**config.mk**
```make
export PLATFORM = sky130hd
export DESIGN_NAME = ultrasonic_echo_ranger_obstacle_core
export DESIGN_NICKNAME = d
export VERILOG_FILES = /design/src/sv/uero_pkg.sv /design/src/sv/uero_cell.sv /design/src/sv/ultrasonic_echo_ranger_obstacle_core.sv
export SDC_FILE = /design/constraint.sdc
export NUM_CORES = 1
export LEC_CHECK = 0
export ABC_AREA = 1
export BUFFER_PORTS_ARGS = -buffer_cell sky130_fd_sc_hd__buf_2
export CELL_PAD_IN_SITES_DETAIL_PLACEMENT = 2
export CELL_PAD_IN_SITES_GLOBAL_PLACEMENT = 2
export CORE_MARGIN = 4
export CORE_UTILIZATION = 41
export DETAILED_ROUTE_END_ITERATION = 8
export PLACE_DENSITY = 0.93
export SETUP_SLACK_MARGIN = 0.4
export SLEW_MARGIN = 10
export SYNTH_ARGS = -nofsm -noshare
export SYNTH_HDL_FRONTEND = slang
export SYNTH_SLANG_ARGS = --single-unit
```
**constraint.sdc**
```tcl
create_clock -name aclk -period 14.1 [get_ports aclk]
set_input_delay 1.41 -clock aclk [delete_from_list [all_inputs] [get_ports aclk]]
set_output_delay 1.41 -clock aclk [all_outputs]
set_load 0.01 [all_outputs]
```
**src/sv/uero_pkg.sv**
```systemverilog
// shared types and constants for the ultrasonic echo ranger
package uero_pkg;

    localparam int SENSOR_COUNT_DEF = 4;

    localparam int WIDTH_W   = 16;
    localparam int ACTIVE_W  = 3;
    localparam int PERIOD_W  = 8;
    localparam int SEL_W     = 2;
    localparam int DIST_W    = 11;
    localparam int CFG_ADDR_W = 2;
    localparam int CFG_DATA_W = 16;

    // register indexes on the configuration port
    localparam logic [CFG_ADDR_W-1:0] REG_ACTIVE_SENSORS = 2'd0;
    localparam logic [CFG_ADDR_W-1:0] REG_NEAR_WIDTH     = 2'd1;
    localparam logic [CFG_ADDR_W-1:0] REG_FAR_WIDTH      = 2'd2;
    localparam logic [CFG_ADDR_W-1:0] REG_TRIGGER_PERIOD = 2'd3;

    localparam logic [ACTIVE_W-1:0] ACTIVE_RST = 3'd2;
    localparam logic [WIDTH_W-1:0]  NEAR_RST   = 16'd116;
    localparam logic [WIDTH_W-1:0]  FAR_RST    = 16'd5800;
    localparam logic [PERIOD_W-1:0] PERIOD_RST = 8'd25;

    // floor(w / 58) == (w * ceil(2^22 / 58)) >> 22 for every 16-bit w
    localparam int RECIP_W     = 17;
    localparam int RECIP_SHIFT = 22;
    localparam logic [RECIP_W-1:0] RECIP_58 = 17'd72316;
    localparam int PROD_W = WIDTH_W + RECIP_W;

    localparam int S_TDATA_W = 24;
    localparam int M_TDATA_W = 24;

    typedef struct packed {
        logic               edge_en;
        logic               rise;
        logic [WIDTH_W-1:0] stamp;
        logic               scan;
        logic [WIDTH_W-1:0] near_width;
        logic [WIDTH_W-1:0] far_width;
    } cell_ctl_t;

endpackage

```
**src/sv/uero_cell.sv**
```systemverilog
// one sensor cell: echo stamp, pulse width, and a link of the obstacle and width chains
module uero_cell (
    input  logic                     aclk,
    input  logic                     aresetn,
    input  uero_pkg::cell_ctl_t      ctl,
    input  logic                     sel,
    input  logic                     active,
    input  logic                     hit_in,
    output logic                     hit_out,
    input  logic [uero_pkg::WIDTH_W-1:0] width_in,
    output logic [uero_pkg::WIDTH_W-1:0] width_out
);
    import uero_pkg::*;

    logic [WIDTH_W-1:0] rise_reg;
    logic [WIDTH_W-1:0] pulse_reg;
    logic               hit_reg;
    logic               hit_next;
    logic               in_range;

    assign in_range = active && (pulse_reg > ctl.near_width) && (pulse_reg <= ctl.far_width);

    // hit spreads one cell per cycle while the scan runs
    assign hit_next = ctl.scan ? (hit_in | in_range) : 1'b0;

    always_ff @(posedge aclk) begin
        if (!aresetn) begin
            rise_reg  <= '0;
            pulse_reg <= '0;
            hit_reg   <= 1'b0;
        end else begin
            hit_reg <= hit_next;
            if (ctl.edge_en && sel) begin
                if (ctl.rise) begin
                    rise_reg <= ctl.stamp;
                end else begin
                    pulse_reg <= ctl.stamp - rise_reg;
                end
            end
        end
    end

    assign hit_out   = hit_reg;
    assign width_out = sel ? pulse_reg : width_in;

endmodule

```
**src/sv/ultrasonic_echo_ranger_obstacle_core.sv**
```systemverilog
// top level of the multi-sensor ultrasonic echo ranger
// One item at a time. An echo edge passes through the execute and output states, and its result
// is registered in the output state; a falling edge adds a registered multiply by the reciprocal
// of 58 in a divide state between the two. A millisecond tick takes the same path as a rising edge,
// or adds a scan state and a blocked state when the period expires, since the obstacle check walks
// the row of sensor cells one cell per cycle. A new item is accepted once the result has moved into
// the output register, which may still be waiting on m_tready. Edges from sensors at or above the
// effective active count are ignored and yield a result carrying only the blocked flag.
module ultrasonic_echo_ranger_obstacle_core #(
    parameter int SENSOR_COUNT = uero_pkg::SENSOR_COUNT_DEF
) (
    input  logic                              aclk,
    input  logic                              aresetn,
    input  logic                              s_tvalid,
    output logic                              s_tready,
    // sensor [1:0], level [2], timestamp [18:3]
    input  logic [uero_pkg::S_TDATA_W-1:0]    s_tdata,
    // op
    input  logic                              s_tuser,
    output logic                              m_tvalid,
    input  logic                              m_tready,
    // trigger_fire [0], trigger_sensor [2:1], blocked [3], distance_valid [4],
    // distance_sensor [6:5], distance_cm [17:7]
    output logic [uero_pkg::M_TDATA_W-1:0]    m_tdata,
    input  logic                              cfg_wr_en,
    input  logic [uero_pkg::CFG_ADDR_W-1:0]   cfg_addr,
    input  logic [uero_pkg::CFG_DATA_W-1:0]   cfg_wdata
);
    import uero_pkg::*;

    localparam int CNT_W  = $clog2(SENSOR_COUNT + 1);
    localparam int IDX_W  = (SENSOR_COUNT > 1) ? $clog2(SENSOR_COUNT) : 1;
    localparam int SCAN_W = IDX_W;

    localparam logic [2:0] ST_IDLE = 3'd0;
    localparam logic [2:0] ST_EXEC = 3'd1;
    localparam logic [2:0] ST_DIV  = 3'd2;
    localparam logic [2:0] ST_SCAN = 3'd3;
    localparam logic [2:0] ST_BLK  = 3'd4;
    localparam logic [2:0] ST_OUT  = 3'd5;

    logic [2:0]          state_reg, state_next;

    logic [ACTIVE_W-1:0] active_reg;
    logic [WIDTH_W-1:0]  near_reg;
    logic [WIDTH_W-1:0]  far_reg;
    logic [PERIOD_W-1:0] period_reg;

    logic                op_reg;
    logic [SEL_W-1:0]    sensor_reg;
    logic                level_reg;
    logic [WIDTH_W-1:0]  stamp_reg;

    logic [PERIOD_W-1:0] elapsed_reg, elapsed_next, elapsed_inc;
    logic [IDX_W-1:0]    next_trig_reg, next_trig_next;
    logic                blocked_reg, blocked_next;
    logic [SCAN_W-1:0]   scan_cnt_reg, scan_cnt_next;

    logic                fire_reg, fire_next;
    logic [IDX_W-1:0]    fire_idx_reg, fire_idx_next;
    logic                dvalid_reg, dvalid_next;
    logic [PROD_W-1:0]   prod_reg, prod_next;

    logic                m_tvalid_reg, m_tvalid_next;
    logic [M_TDATA_W-1:0] m_tdata_reg, m_tdata_next;

    logic [CNT_W-1:0]    live_n;
    logic                sensor_ok;
    logic [IDX_W-1:0]    rr_idx;
    logic [IDX_W-1:0]    rr_inc;
    logic                period_hit;

    cell_ctl_t           cell_ctl;
    logic [SENSOR_COUNT-1:0] edge_sel;
    logic [SENSOR_COUNT-1:0] cell_active;
    logic                hit_chain [SENSOR_COUNT+1];
    logic [WIDTH_W-1:0]  width_chain [SENSOR_COUNT+1];

    // effective sensor count: zero means one, above the cell count clamps
    always_comb begin
        if (active_reg == '0) begin
            live_n = CNT_W'(1);
        end else if (32'(active_reg) > SENSOR_COUNT) begin
            live_n = CNT_W'(SENSOR_COUNT);
        end else begin
            live_n = CNT_W'(active_reg);
        end
    end

    assign sensor_ok = 32'(sensor_reg) < 32'(live_n);

    assign cell_ctl.edge_en    = (state_reg == ST_EXEC) && !op_reg;
    assign cell_ctl.rise       = level_reg;
    assign cell_ctl.stamp      = stamp_reg;
    assign cell_ctl.scan       = (state_reg == ST_SCAN);
    assign cell_ctl.near_width = near_reg;
    assign cell_ctl.far_width  = far_reg;

    assign hit_chain[0]   = 1'b0;
    assign width_chain[0] = '0;

    for (genvar i = 0; i < SENSOR_COUNT; i++) begin : g_cell
        assign edge_sel[i]    = sensor_ok && (32'(sensor_reg) == i);
        assign cell_active[i] = i < 32'(live_n);
        uero_cell u_cell (
            .aclk      (aclk),
            .aresetn   (aresetn),
            .ctl       (cell_ctl),
            .sel       (edge_sel[i]),
            .active    (cell_active[i]),
            .hit_in    (hit_chain[i]),
            .hit_out   (hit_chain[i+1]),
            .width_in  (width_chain[i]),
            .width_out (width_chain[i+1])
        );
    end

    assign elapsed_inc = (elapsed_reg != '1) ? elapsed_reg + PERIOD_W'(1) : elapsed_reg;
    assign period_hit  = elapsed_inc >= period_reg;
    // stale index after a count change restarts at sensor zero
    assign rr_idx      = (32'(next_trig_reg) >= 32'(live_n)) ? '0 : next_trig_reg;
    assign rr_inc      = (32'(rr_idx) + 1 >= 32'(live_n)) ? '0 : rr_idx + IDX_W'(1);

    always_comb begin
        state_next     = state_reg;
        elapsed_next   = elapsed_reg;
        next_trig_next = next_trig_reg;
        blocked_next   = blocked_reg;
        scan_cnt_next  = scan_cnt_reg;
        fire_next      = fire_reg;
        fire_idx_next  = fire_idx_reg;
        dvalid_next    = dvalid_reg;
        prod_next      = prod_reg;
        m_tvalid_next  = m_tvalid_reg;
        m_tdata_next   = m_tdata_reg;

        if (m_tvalid_reg && m_tready) begin
            m_tvalid_next = 1'b0;
        end

        unique case (state_reg)
            ST_IDLE: begin
                if (s_tvalid) begin
                    state_next = ST_EXEC;
                end
            end
            ST_EXEC: begin
                fire_next     = 1'b0;
                fire_idx_next = '0;
                dvalid_next   = 1'b0;
                prod_next     = '0;
                state_next    = ST_OUT;
                if (!op_reg) begin
                    if (sensor_ok && !level_reg) begin
                        dvalid_next = 1'b1;
                        state_next  = ST_DIV;
                    end
                end else if (period_hit) begin
                    elapsed_next   = '0;
                    fire_next      = 1'b1;
                    fire_idx_next  = rr_idx;
                    next_trig_next = rr_inc;
                    scan_cnt_next  = '0;
                    state_next     = ST_SCAN;
                end else begin
                    elapsed_next = elapsed_inc;
                end
            end
            ST_DIV: begin
                prod_next  = PROD_W'(width_chain[SENSOR_COUNT]) * PROD_W'(RECIP_58);
                state_next = ST_OUT;
            end
            ST_SCAN: begin
                scan_cnt_next = scan_cnt_reg + SCAN_W'(1);
                if (scan_cnt_reg == SCAN_W'(SENSOR_COUNT - 1)) begin
                    state_next = ST_BLK;
                end
            end
            ST_BLK: begin
                blocked_next = hit_chain[SENSOR_COUNT];
                state_next   = ST_OUT;
            end
            ST_OUT: begin
                if (!m_tvalid_reg || m_tready) begin
                    m_tvalid_next = 1'b1;
                    m_tdata_next  = '0;
                    m_tdata_next[0]    = fire_reg;
                    m_tdata_next[2:1]  = SEL_W'(fire_idx_reg);
                    m_tdata_next[3]    = blocked_reg;
                    m_tdata_next[4]    = dvalid_reg;
                    m_tdata_next[6:5]  = dvalid_reg ? sensor_reg : '0;
                    m_tdata_next[17:7] = prod_reg[RECIP_SHIFT +: DIST_W];
                    state_next = ST_IDLE;
                end
            end
            default: begin
                state_next = ST_IDLE;
            end
        endcase
    end

    always_ff @(posedge aclk) begin
        if (!aresetn) begin
            state_reg     <= ST_IDLE;
            active_reg    <= ACTIVE_RST;
            near_reg      <= NEAR_RST;
            far_reg       <= FAR_RST;
            period_reg    <= PERIOD_RST;
            elapsed_reg   <= '0;
            next_trig_reg <= '0;
            blocked_reg   <= 1'b0;
            scan_cnt_reg  <= '0;
            fire_reg      <= 1'b0;
            dvalid_reg    <= 1'b0;
            m_tvalid_reg  <= 1'b0;
        end else begin
            state_reg     <= state_next;
            elapsed_reg   <= elapsed_next;
            next_trig_reg <= next_trig_next;
            blocked_reg   <= blocked_next;
            scan_cnt_reg  <= scan_cnt_next;
            fire_reg      <= fire_next;
            dvalid_reg    <= dvalid_next;
            m_tvalid_reg  <= m_tvalid_next;
            if (cfg_wr_en) begin
                unique case (cfg_addr)
                    REG_ACTIVE_SENSORS: active_reg <= cfg_wdata[ACTIVE_W-1:0];
                    REG_NEAR_WIDTH:     near_reg   <= cfg_wdata[WIDTH_W-1:0];
                    REG_FAR_WIDTH:      far_reg    <= cfg_wdata[WIDTH_W-1:0];
                    REG_TRIGGER_PERIOD: period_reg <= cfg_wdata[PERIOD_W-1:0];
                    default: begin
                    end
                endcase
            end
        end
    end

    always_ff @(posedge aclk) begin
        fire_idx_reg <= fire_idx_next;
        prod_reg     <= prod_next;
        m_tdata_reg  <= m_tdata_next;
        if (s_tvalid && s_tready) begin
            op_reg     <= s_tuser;
            sensor_reg <= s_tdata[1:0];
            level_reg  <= s_tdata[2];
            stamp_reg  <= s_tdata[18:3];
        end
    end

    assign s_tready = (state_reg == ST_IDLE);
    assign m_tvalid = m_tvalid_reg;
    assign m_tdata  = m_tdata_reg;

`ifndef NO_ASSERTIONS
    a_out_from_final: assert property (@(posedge aclk) disable iff (!aresetn)
        $rose(m_tvalid_reg) |-> $past(state_reg == ST_OUT))
        else $error("result appeared outside the output state");

    a_fire_xor_dist: assert property (@(posedge aclk) disable iff (!aresetn)
        m_tvalid_reg |-> !(m_tdata_reg[0] && m_tdata_reg[4]))
        else $error("trigger and distance in one result");

    a_scan_bound: assert property (@(posedge aclk) disable iff (!aresetn)
        (state_reg == ST_SCAN) |-> (32'(scan_cnt_reg) < SENSOR_COUNT))
        else $error("scan ran past the last cell");

    a_fire_resets_count: assert property (@(posedge aclk) disable iff (!aresetn)
        (state_reg == ST_SCAN && scan_cnt_reg == '0) |-> (elapsed_reg == '0 && fire_reg))
        else $error("period expiry did not clear the counter");
`endif

endmodule
```
### After elaboration in Yosys (flattened, before gate mapping)

Index checks and enable logic that the tools add are counted.

| storage, ports and cells | value |
|---|---|
| bits in registers | 267 |
| latch bits | 0 |
| RAM bits | 0 |
| bits in read-only memories | 0 |
| input bits | 48 |
| output and inout port bits | 26 |
| word-level logic and storage cells | 158 |
| memories | 0 |

| cells by class | value |
|---|---|
| $add $sub $neg | 8 |
| multiply operators | 1 |
| divide/modulo/power cells | 0 |
| $lt $le $gt $ge | 17 |
| equal/unequal tests | 18 |
| shift operators | 0 |
| muxes and demuxes | 28 |
| bitwise operators | 4 |
| reductions and logical operators | 50 |

Operators by type and width:

| operator | number |
|---|---|
| $pmux 33 s2 | 1 |
| $gt 16x16->1 | 4 |
| $le 16x16->1 | 4 |
| $mux 16 | 4 |
| $sub 16x16->16 | 4 |
| $reduce_and 2->1 | 16 |
| $mul 16x15->31 const B | 1 |
| $mux 3 | 8 |
| $logic_and 1x1->1 | 20 |
| $mux 8 | 2 |
| $pmux 3 s5 | 1 |
| $eq 2x2->1 const B | 5 |
| $ne 2x2->1 const B | 5 |
| $reduce_and 3->1 | 3 |
| $add 8x1->8 const B | 1 |
| $ge 8x8->1 | 1 |
| $mux 2 | 4 |
| $ne 8x8->1 const B | 1 |
| $mux 1 | 7 |
| $eq 3x2->1 const B | 2 |
| $eq 3x3->1 const B | 2 |
| $logic_not 3->1 | 2 |
| $lt 1x3->1 const A | 2 |
| $lt 2x3->1 const A | 2 |
| other kinds (16) | 24 |

### Depth between registers and ports, before layout

| depth | value |
|---|---|
| depth in word-level cells | 11 |
| depth in mapped cells | 36 |
| gate-level depth less buffers | 35 |

### Modules after synthesis

From an unflattened synthesis, not the netlist that was laid out.

| unflattened totals | value |
|---|---|
| cells, all modules | 3008 |
| area total of the unflattened synthesis | 21638.3 um^2 |

Modules (own cells, without submodules):

| module | times used | cells each | area an instance (um^2) | sequential area each (um^2) |
|---|---|---|---|---|
| ultrasonic_echo_ranger_obstacle_core | 1 | 1120 | 9579.2 | 2772.7 |
| uero_cell at g_cell[2].u_cell ... | 2 | 471 | 3012.9 | 660.6 |
| uero_cell at g_cell[1].u_cell | 1 | 473 | 3021.6 | 660.6 |
| uero_cell at g_cell[0].u_cell | 1 | 473 | 3011.6 | 660.6 |

### Worst setup path after synthesis

OpenSTA, ideal clock, no wires.

| path | value |
|---|---|
| kind | reg-to-reg |
| start | reg active_reg[2] |
| end | reg prod_reg[31], data pin |
| setup time | 0.255 ns |
| data arrival time | 6.213 ns |
| data required time | 13.845 ns |
| setup slack | 7.632 ns |
| cell stages (with the launch flop) | 33 |
| path buffers | 1 |
| clock period less this slack | 6.468 ns |
| cells stage by stage | dfxtp_1 inv_2 nand2_1 ha_1 inv_1 nor2_1 a21boi_4 buf_4 nand2_1 inv_2 nand2_1 nand3_1 a21oi_1 inv_1 fa_1 inv_1 fa_1 inv_1 fa_1 fa_1 fa_1 inv_1 fa_1 inv_1 ha_1 a21oi_1 o21ai_0 nand2_1 nand2_1 a21oi_1 nand3_1 nand2_1 nor2_1 |

| on the way | value |
|---|---|
| word-level cells in the longest chain between the ends | 11 |
| elaborated cells between the ends (all ways) | 15 |
| classes of those cells | mul: 1; order compare: 2; mux: 7; reduce/logical: 5 |

Ends and longest elaborated chain:

| element | RTL line | RTL |
|---|---|---|
| start, declared | ultrasonic_echo_ranger_obstacle_core.sv:44 | `logic [ACTIVE_W-1:0] active_reg;` |
| start signal, assigned | ultrasonic_echo_ranger_obstacle_core.sv:227 | `REG_ACTIVE_SENSORS: active_reg <= cfg_wdata[ACTIVE_W-1:0];` |
| $gt 3x3->1 | ultrasonic_echo_ranger_obstacle_core.sv:83 | `end else if (32'(active_reg) > SENSOR_COUNT) begin` |
| $mux 3 | ultrasonic_echo_ranger_obstacle_core.sv:83 |  |
| $mux 3 * | ultrasonic_echo_ranger_obstacle_core.sv:81 | `if (active_reg == '0) begin` |
| $lt 2x3->1 * | ultrasonic_echo_ranger_obstacle_core.sv:90 | `assign sensor_ok = 32'(sensor_reg) < 32'(live_n);` |
| $logic_and 1x1->1 | ultrasonic_echo_ranger_obstacle_core.sv:103 | `assign edge_sel[i] = sensor_ok && (32'(sensor_reg) == i);` |
| $mux 16 (3 in series) | uero_cell.sv:44 | `assign width_out = sel ? pulse_reg : width_in;` |
| $mux 16 * | uero_cell.sv:44 |  |
| $mul 16x15->31 * | ultrasonic_echo_ranger_obstacle_core.sv:170 | `prod_next = PROD_W'(width_chain[SENSOR_COUNT]) * PROD_W'(RECIP_58);` |
| $pmux 33 s2 * | ultrasonic_echo_ranger_obstacle_core.sv:141 | `unique case (state_reg)` |
| end signal, assigned | ultrasonic_echo_ranger_obstacle_core.sv:240 | `prod_reg <= prod_next;` |
| end, declared | ultrasonic_echo_ranger_obstacle_core.sv:62 | `logic [PROD_W-1:0] prod_reg, prod_next;` |

Every way passes the cells marked *; elsewhere a longest branch is shown, timed or not. The select of a mux whose other input is x is not followed.
A chain may end at the register's enable or synchronous reset.

### Worst setup path in the final report

| path | value |
|---|---|
| start | reg sensor_reg[1] |
| end | reg prod_reg[31], data pin |

| on the way | value |
|---|---|
| word-level cells in the longest chain between the ends | 8 |
| elaborated cells between the ends (all ways) | 15 |
| classes of those cells | mul: 1; order compare: 1; eq/ne: 3; mux: 5; reduce/logical: 5 |

Ends and longest elaborated chain:

| element | RTL line | RTL |
|---|---|---|
| start, declared | ultrasonic_echo_ranger_obstacle_core.sv:50 | `logic [SEL_W-1:0] sensor_reg;` |
| start signal, assigned | ultrasonic_echo_ranger_obstacle_core.sv:244 | `sensor_reg <= s_tdata[1:0];` |
| $lt 2x3->1 / $logic_not 2->1 (equally long branches) | ultrasonic_echo_ranger_obstacle_core.sv:90, ultrasonic_echo_ranger_obstacle_core.sv:103 |  |
| $logic_and 1x1->1 | ultrasonic_echo_ranger_obstacle_core.sv:103 |  |
| $mux 16 (3 in series) | uero_cell.sv:44 |  |
| $mux 16 * | uero_cell.sv:44 |  |
| $mul 16x15->31 * | ultrasonic_echo_ranger_obstacle_core.sv:170 |  |
| $pmux 33 s2 * | ultrasonic_echo_ranger_obstacle_core.sv:141 |  |

Marked as above.

==> results.json <==
{
  "status": "completed",
  "worstPathRequired_ps": 14430,
  "p_leak_nw": 11.3,
  "yosysWarnings": 0,
  "syn_area_mm2": 0.0208,
  "place_hpwl_um": 70600,
  "die_area_mm2": 0.0544,
  "setup_tns_ps": 0,
  "grt_overflow": 0,
  "cts_tree": "done",
  "pwr-share-comb": 0.222,
  "final_antenna_net_count": 0,
  "num_vias": 20900,
  "layout-drive-gt1-share": 0.0580,
  "avgSynthCellArea_um2": 7.54,
  "fmax_mhz": 115,
  "worst_slack_ps": 5370,
  "track_usage": 0.349,
  "path_depth": 29,
  "finalCritPeriodShare": 0.619,
  "grt_pass1_wl_um": 147000,
  "worstHoldPathCells": 0,
  "postCtsSetupRepairBufs": 0,
  "std_cell_rows": 82,
  "power.internal_mw": 1.32,
  "period_minus_slack_ps": 8730,
  "start_util": 0.415,
  "setup_viol": 0,
  "postCtsResizedCells": 0,
  "yosysSeqAreaShare": 0.260,
  "grt_pass1_vias": 24400,
  "cap_violations": 0,
  "drcViolationCount": 0,
  "slowest_delay_ps": 660,
  "place_ws_ps": 5860,
  "drt_iter0_drc": 1388,
  "switching_share": 0.351,
  "clock_latency_ps": 630,
  "cts_buffer_depth": 3,
  "synth_seq_cells": 245,
  "min_path_type": "flip-flop to flip-flop",
  "gp_congestion": 0.899,
  "post_drt_wl_per_cell_um": 27.6,
  "first_pass_iters": 5,
  "finalHoldViolations": 0,
  "worst-path-buf-inv": 6,
  "die_h_um": 233,
  "area.growth.synth_to_final_pct": 8.76,
  "end_kind": "flip-flop",
  "worst_pin_slew_ps": 1030,
  "ys_top_cells_by_area": "ha_1 19%, dfxtp_1 19%, nand2_1 9.1%",
  "wirelength_um": 96500,
  "cts_made_buffers": 30,
  "chipWidth_um": 233,
  "grt_antenna_before_repair": 0,
  "synthFlopType": "dfxtp_1",
  "clkSinkCount": 245,
  "p_sw_mw": 0.714,
  "ctsHtreeMaxLevel": 1,
  "slew_headroom": 0.311,
  "nets": 3254,
  "grt_max_degree": 105,
  "synth_cells": 2760,
  "worstPathArrival_ps": 9060,
  "postSynth.asyncResetShare": 0,
  "synth-edff-count": 51,
  "path_max_fanout": 14,
  "rsz0062_at_grt": "false",
  "n_fill_cell": 5780,
  "skew_ps": 48.5,
  "ctsHoldBuffers": 0,
  "root_buffer": "clkbuf_16",
  "io_pins": 74,
  "portBuffers": 62,
  "viasPerCell": 5.97,
  "core_mm2": 0.0502,
  "critPathSlowestCell": "fa_1",
  "power_frac_seq": 0.388,
  "synth_top_area_frac": 0.193,
  "r2r.worst_path.cells": 29,
  "yosysTopAreaCell": "ha_1",
  "power_density_mw_per_mm2": 89.8,
  "ir_drop_v": 0.0000936,
  "power_frac_clock": 0.389,
  "slew_viol_final": 0,
  "crit_family": "adder cells",
  "cp-start-kind": "flip-flop",
  "worstSetupPathType": "flip-flop to flip-flop",
  "ys_types": 44,
  "clk_pin_slew_worst_paths_ps": 60,
  "n_antenna_cell": 0
}
==> final timing paths <==
kind	start	endpoint	slack (ps)
max reg2reg	sensor_reg[1]$_DFFE_PP_	prod_reg[31]$_SDFFCE_PP0P_	5370
min	fire_idx_reg[1]$_SDFFCE_PN0P_	m_tdata[2]$_DFFE_PP_	430
min reg2reg	fire_idx_reg[1]$_SDFFCE_PN0P_	m_tdata[2]$_DFFE_PP_	430
max	sensor_reg[1]$_DFFE_PP_	prod_reg[31]$_SDFFCE_PP0P_	5370
==> Yosys cell counts, types with 14 or more instances <==
cell and instances:
nand2_1 506, inv_1 432, ha_1 321, a21oi_1 311, nor2_1 254, dfxtp_1 194
o21ai_0 162, nand3_1 110, fa_1 81, o21ai_1 65, edfxtp_1 51, nand4_1 32
xor2_1 30, clkbuf_1 23, xnor2_1 20, nor3_1 16, buf_4 14
==> stage by stage <==
stage	cell area [um2]	power, mW	util	hold WS [ps]	instances
floorplan	20800	1.06	-	400	2765
CTS	22600	2.02	0.451	433	3500
global placement	21700	1.17	0.432	401	3444
global route	22600	2.10	0.451	446	3500
finish	22600	2.03	0.451	429	3500
detailed placement	21700	1.22	0.432	419	3444
==> layout make-up <==
type,instances,area [um2],share of cell area
Clock inverter,21,193,0.00851
Timing Repair Buffer,65,335,0.0148
Multi-Input combinational cell,2021,13400,0.593
Clock buffer,35,779,0.0344
Sequential cell,245,5420,0.239
Inverter,441,1660,0.0732
Tap cell,672,841,0.0372
==> power groups by stage <==
stage          Clock (mW)  Sequential (mW)  Combinational (mW)
6_report            0.792            0.789               0.452
3_3_place_gp            0            0.797               0.373
3_5_place_dp            0            0.801               0.423
4_1_cts             0.794            0.788               0.443
5_1_grt             0.821            0.790               0.492
2_1_floorplan           0            0.778               0.285
==> routing by layer <==
metal,vias up,GRT usage,wire length (um)
li1,9177,-,-
met1,10400,0.373,35600
met2,815,0.626,47800
met3,459,0.0650,5560
met4,0,0.231,7570
met5,-,0,0
==> logic make-up (layout without fill, tap and decap cells) <==
family | after synthesis | in the layout | share of synthesized area
simple gates | 965 | 965 | 0.199
compound gates | 598 | 598 | 0.152
buf+inv | 499 | 562 | 0.0968
fa+ha+maj | 402 | 402 | 0.271
flops | 245 | 245 | 0.260
xor+xnor | 50 | 50 | 0.0210
other cells | 1 | 6 | 0.000180
==> worst register-to-register path: cells and delay by family (launching register included) <==
family | cells | cell delay, ps
compound gates | 4 | 1210
fa+ha+maj | 8 | 4170
buf+inv | 6 | 670
flops | 1 | 600
simple gates | 11 | 1800
==> placed cells by master, fill, tap and decap left out, types with 12 or more instances in the layout <==
cell type  instances
buf_2             61
nand4_1           32
dfxtp_1          194
edfxtp_1          51
a21o_1            12
clkbuf_16         30
inv_1            432
o21ai_0          162
xor2_1            30
xnor2_1           20
ha_1             321
nand2_1          506
fa_1              81
nor2_1           254
a21oi_1          311
o21ai_1           65
nand3_1          110
o211ai_1          12
nor3_1            13
(Power assumes the default switching activity.)
